$ cat src/sv/mbd_pkg.sv
// ----------------------------------------------------------------------------
// mbd_pkg: shared constants and types of the 2x2 box downsampler
// Sizes of the line store, counters, lanes and configuration fields, plus the
// control bundle that the top level hands to each channel lane.
// ----------------------------------------------------------------------------
package mbd_pkg;

    // widest input row the line store is sized for (power of two, at most 4096)
    localparam int MAX_WIDTH   = 4096;
    localparam int MAX_ROWS    = 4096;

    localparam int LANES       = 4;      // red, green, blue, alpha
    localparam int PIX_W       = 8;
    localparam int PAIR_W      = PIX_W + 1;
    localparam int STORE_W     = LANES * PAIR_W;

    localparam int COL_W       = $clog2(MAX_WIDTH);
    localparam int SLOT_W      = COL_W - 1;
    localparam int STORE_DEPTH = MAX_WIDTH / 2;
    localparam int ROW_W       = $clog2(MAX_ROWS);

    // configuration fields
    localparam int CFG_W       = 13;
    localparam int MODE_W      = 3;
    localparam int ADDR_W      = 4;
    localparam int DATA_W      = 32;

    // register indexes (byte address / 4)
    localparam logic [1:0] REG_ROW_WIDTH    = 2'd0;
    localparam logic [1:0] REG_ROW_TOTAL    = 2'd1;
    localparam logic [1:0] REG_CHANNEL_MODE = 2'd2;

    // channel mode codes
    localparam logic [MODE_W-1:0] MODE_RGB  = 3'd3;
    localparam logic [MODE_W-1:0] MODE_RGBA = 3'd4;

    // per-transfer strobes for the channel lanes
    typedef struct packed {
        logic even_take;   // pixel on an even column: start a pair
        logic odd_take;    // pixel on an odd column: complete the pair
        logic s1_take;     // odd column of an odd row: quad goes to stage 1
    } mbd_lane_ctl_t;

endpackage

$ cat src/sv/mbd_lane.sv
// ----------------------------------------------------------------------------
// mbd_lane: one color channel of the downsampler
// Keeps the horizontal pair sum, offers the completed pair to the line store
// and forms floor((above + pair) / 4) in stage 1.
// ----------------------------------------------------------------------------
module mbd_lane (
    input  logic                       aclk,
    input  logic                       aresetn,
    input  mbd_pkg::mbd_lane_ctl_t     ctl,
    input  logic [mbd_pkg::PIX_W-1:0]  pix_in,
    input  logic [mbd_pkg::PAIR_W-1:0] above_in,
    output logic [mbd_pkg::PAIR_W-1:0] pair_out,
    output logic [mbd_pkg::PIX_W-1:0]  avg_out
);

    logic [mbd_pkg::PAIR_W-1:0] pair_reg;
    logic [mbd_pkg::PAIR_W-1:0] s1_pair_reg;
    logic [mbd_pkg::PAIR_W:0]   total;

    // completed horizontal pair
    assign pair_out = pair_reg + {1'b0, pix_in};

    // pair register: loaded on even columns, takes the sum on odd columns
    always_ff @(posedge aclk) begin
        if (!aresetn) begin
            pair_reg <= '0;
        end else if (ctl.even_take) begin
            pair_reg <= {1'b0, pix_in};
        end else if (ctl.odd_take) begin
            pair_reg <= pair_out;
        end
    end

    // stage 1 copy of the lower pair, lines up with the store read data
    always_ff @(posedge aclk) begin
        if (ctl.s1_take) begin
            s1_pair_reg <= pair_out;
        end
    end

    // quad average
    assign total   = {1'b0, above_in} + {1'b0, s1_pair_reg};
    assign avg_out = total[mbd_pkg::PAIR_W:2];

endmodule

$ cat config.mk
export PLATFORM = sky130hd
export DESIGN_NAME = mbd_lane
export DESIGN_NICKNAME = d
export VERILOG_FILES = /design/src/sv/mbd_pkg.sv /design/src/sv/mbd_lane.sv
export SDC_FILE = /design/constraint.sdc
export NUM_CORES = 1
export LEC_CHECK = 0
export BUFFER_PORTS_ARGS = -buffer_cell sky130_fd_sc_hd__buf_4
export CAP_MARGIN = 20
export CORE_ASPECT_RATIO = 1.75
export CORE_MARGIN = 3
export CORE_UTILIZATION = 30
export DETAILED_ROUTE_END_ITERATION = 8
export PLACE_DENSITY = 0.61
export SETUP_SLACK_MARGIN = 0.05
export SYNTH_ARGS = -nofsm -noshare
export SYNTH_HDL_FRONTEND = slang
export SYNTH_SLANG_ARGS = --single-unit
$ cat constraint.sdc
create_clock -name aclk -period 2.1 [get_ports aclk]
set_clock_uncertainty 0.05 [all_clocks]
set_input_delay 0.105 -clock aclk [delete_from_list [all_inputs] [get_ports aclk]]
set_output_delay 0.105 -clock aclk [all_outputs]
set_load 0.05 [all_outputs]
==> key figures <==
Run status
  – Outcome: complete, but fails checks
  – Failing checks: setup timing

CTS
  – Root buffer cell: clkbuf_8
  – Clk sink count: 18
  – H-tree levels: 1
  – Later-pin clock latency in the skew report: between 0.2 and 0.3 ns
  – CTS Buf Count: 3
  – Clock Tree Buf Depth: 2
  – Post-CTS Hold Buffers: 0
  – CTS clk-pin slew, worst paths: about 0.070 ns
  – CTS tree: built

Placement
  – Hpwl dp: approximately 3000 µm
  – Port Buffer Count: 38
  – Gp weighted congestion: 0.787
  – Dpl cells: around 250
  – Placement Setup Slack: 0.0305 ns

Floorplanning
  – Die height: roughly 99 µm
  – Io pins: 39
  – Die W: 59.1 µm
  – Initial core utilization: 0.314
  – Placement Rows: 33
  – Die area: about 5800 µm²
  – Core area: roughly 4700 µm²

Power and ir drop
  – Leakage Power: between 0.9 and 1 nW
  – Switching pwr: slightly above 800 µW
  – Pwr Density: 840 nW/µm²
  – Internal power of the cells: 1.02 mW
  – Sequential power share: 0.240
  – Sw Share: 0.450
  – Worst vdd ir: between 0.5 and 0.6 mV
  – Clock network power share: 0.136
  – Power Total: 1.85 mW
  – Comb pwr share: 0.624

Drt
  – DR pass1 iterations: 4
  – # DRC: 0
  – Final ANT Viol Nets: 0
  – DR WL/cell: ~15 µm
  – WL final: slightly below 4000 µm
  – Number of vias per cell: 5.43
  – DRT iter0 DRCs: 53
  – Vias: ~1400

Yosys
  – Sequential area share after synthesis: 0.304
  – Share of flip-flops with an asynchronous set or reset: 0
  – Synth area leader: edfxtp_1
  – Syn nets: between 150 and 200
  – Post-synth EDFFs: 9
  – Ys flop type: edfxtp_1
  – Post-synth cell types: 49
  – Ys Warns: 0
  – Mapped Cells: around 160
  – Flops & latches, synth: 18
  – Synth top area cells: edfxtp_1 (18%), ha_1 (14%), dfxtp_1 (12%), xnor2_1 (4.1%), a21oi_1 (3.4%)
  – Mapped Area: about 1500 µm²
  – Area fraction of the dominant cell type after synthesis: 0.183
  – Post-Syn Area per Cell: between 9 and 10 µm²

STA
  – Highest clock rate: 454 MHz
  – Fin crit share: 1.05
  – Min cycle time layout: approximately 2.2 ns
  – Final setup violation count: 2
  – Unrepaired setup endpoints after global routing: true
  – PnR worst setup slack: -0.102 ns
  – Final count of hold timing violations: 0
  – Final setup TNS: -0.143 ns
  – Final hold slack: 0.0509 ns
  – Final Max Slew Viols: 0
  – Slew HR: 0.727
  – Tightest Pin Transition: 0.410 ns

Worst setup path
  – CP Capture Type: output pin
  – Crit path launch type: flip-flop
  – CP Class: flip-flop to output pin
  – WP data required: 1.95 ns
  – CP max FO: 2
  – Arrival time at the worst endpoint: 2.05 ns

Job
  – MaxCap Viol Count: 0

Global route
  – Largest net degree at the start of global routing: 15
  – All-Layer GR Usage: 0.135
  – Vias in the first global route: 1375
  – Initial antenna violation count: 0
  – Gr ovfl total: 0
  – Global-route wire length before repair: between 6000 and 7000 µm

Final layout
  – Diode count: 0
  – Layout cells sized above 1: 0.427
  – Nets: roughly 250
  – Fin cells: 258
  – P&R area growth vs syn: 48.6%

Hold path
  – Worst Hold Class: primary input to flip-flop
## layout make-up
| type | count | area (µm²) |
|---|---|---|
| clock buffers | 3 | 41.3 |
| inverters | 6 | 22.5 |
| flip-flops and latches | 18 | 453 |
| well taps | 52 | 65.1 |
| repair buffers | 49 | 405 |
| clock inverters | 1 | 3.75 |
| fillers | 447 | 2510 |
| multi-input cells | 129 | 1210 |
## per-layer routing
metal | track usage | share of wire | up-vias
met2 | 0.258 | 0.58 | 38
met5 | 0 | 0 | -
met3 | 0.0183 | 0.044 | 8
met1 | 0.136 | 0.35 | 659
met4 | 0.0628 | 0.023 | 0
li1 | - | - | 696
## repair_timing
item	4_1_cts	5_1_grt
pin swaps	7	14
setup endpoints to repair	9	12
gates resized for setup	15	24
endpoints found under the hold margin	0	0
buffers inserted	1	5
## layout by cell type (no fill, tap or decap), drive strengths merged, types with 6 or more instances in the layout
master and n:
a21oi 11, buf 49, dfxtp 9, edfxtp 9
ha 16, inv 6, nand2 8, nand3 6
nor2 9, nor3 7, o21ai 7, xnor2 7
## critical path, stage by stage (launching register included)
cell	delay [ns]
dfxtp_2	0.34
ha_4	0.16
fa_2	0.37
a211oi_4	0.25
o211ai_1	0.15
and2_4	0.21
xor2_4	0.14
buf_6	0.17
## worst paths after layout
kind                                     to   startpoint  slack [ns]  depth (start not counted)
worst max-delay path            pair_out[8]  pair_reg[0]       -0.10                          7
worst max register to register  pair_reg[4]  pair_reg[0]        0.14                          7
worst min register to register  pair_reg[5]  pair_reg[5]        0.49                          2
worst min-delay path            pair_reg[3]    pix_in[3]        0.05                          2
## power groups by stage
| stage | logic [mW] | clock network, mW | registers [mW] |
|---|---|---|---|
| 4_1_cts | 1.06 | 0.260 | 0.436 |
| 3_5_place_dp | 1.01 | 0 | 0.443 |
| 2_1_floorplan | 0.748 | 0 | 0.440 |
| 6_report | 1.15 | 0.251 | 0.444 |
| 5_1_grt | 1.23 | 0.274 | 0.446 |
| 3_3_place_gp | 1.01 | 0 | 0.442 |
## through the flow
step / instance area, µm² / utilization
final: 2200 / 0.467
after floorplan: 1570 / -
after CTS: 2020 / 0.429
after global placement: 1920 / 0.407
after global routing: 2200 / 0.467
after detailed placement: 1920 / 0.407
## cell families (layout without fill, tap and decap cells)
group,after synthesis,after routing,share of synthesized area
xor gates and xnor gates,11,11,0.0651
adders and majority gates,17,17,0.149
DFF,18,18,0.304
buffers and inverters,12,59,0.0406
muxes,4,4,0.0271
and+or+nand+nor,49,49,0.178
AOI/OAI and AO/OA,48,48,0.236
## synthesized netlist by cell type, drive strengths merged, types with 4 or more instances
library cell / count
buf: 4
xor2: 4
nand2: 8
o211ai: 5
inv: 6
a211oi: 4
a21oi: 11
a21o: 4
nand3: 6
and3: 5
ha: 16
nor3: 7
nor2: 9
edfxtp: 9
mux2i: 4
dfxtp: 9
o21ai: 7
xnor2: 7
Power figures use the tool's default switching activity.
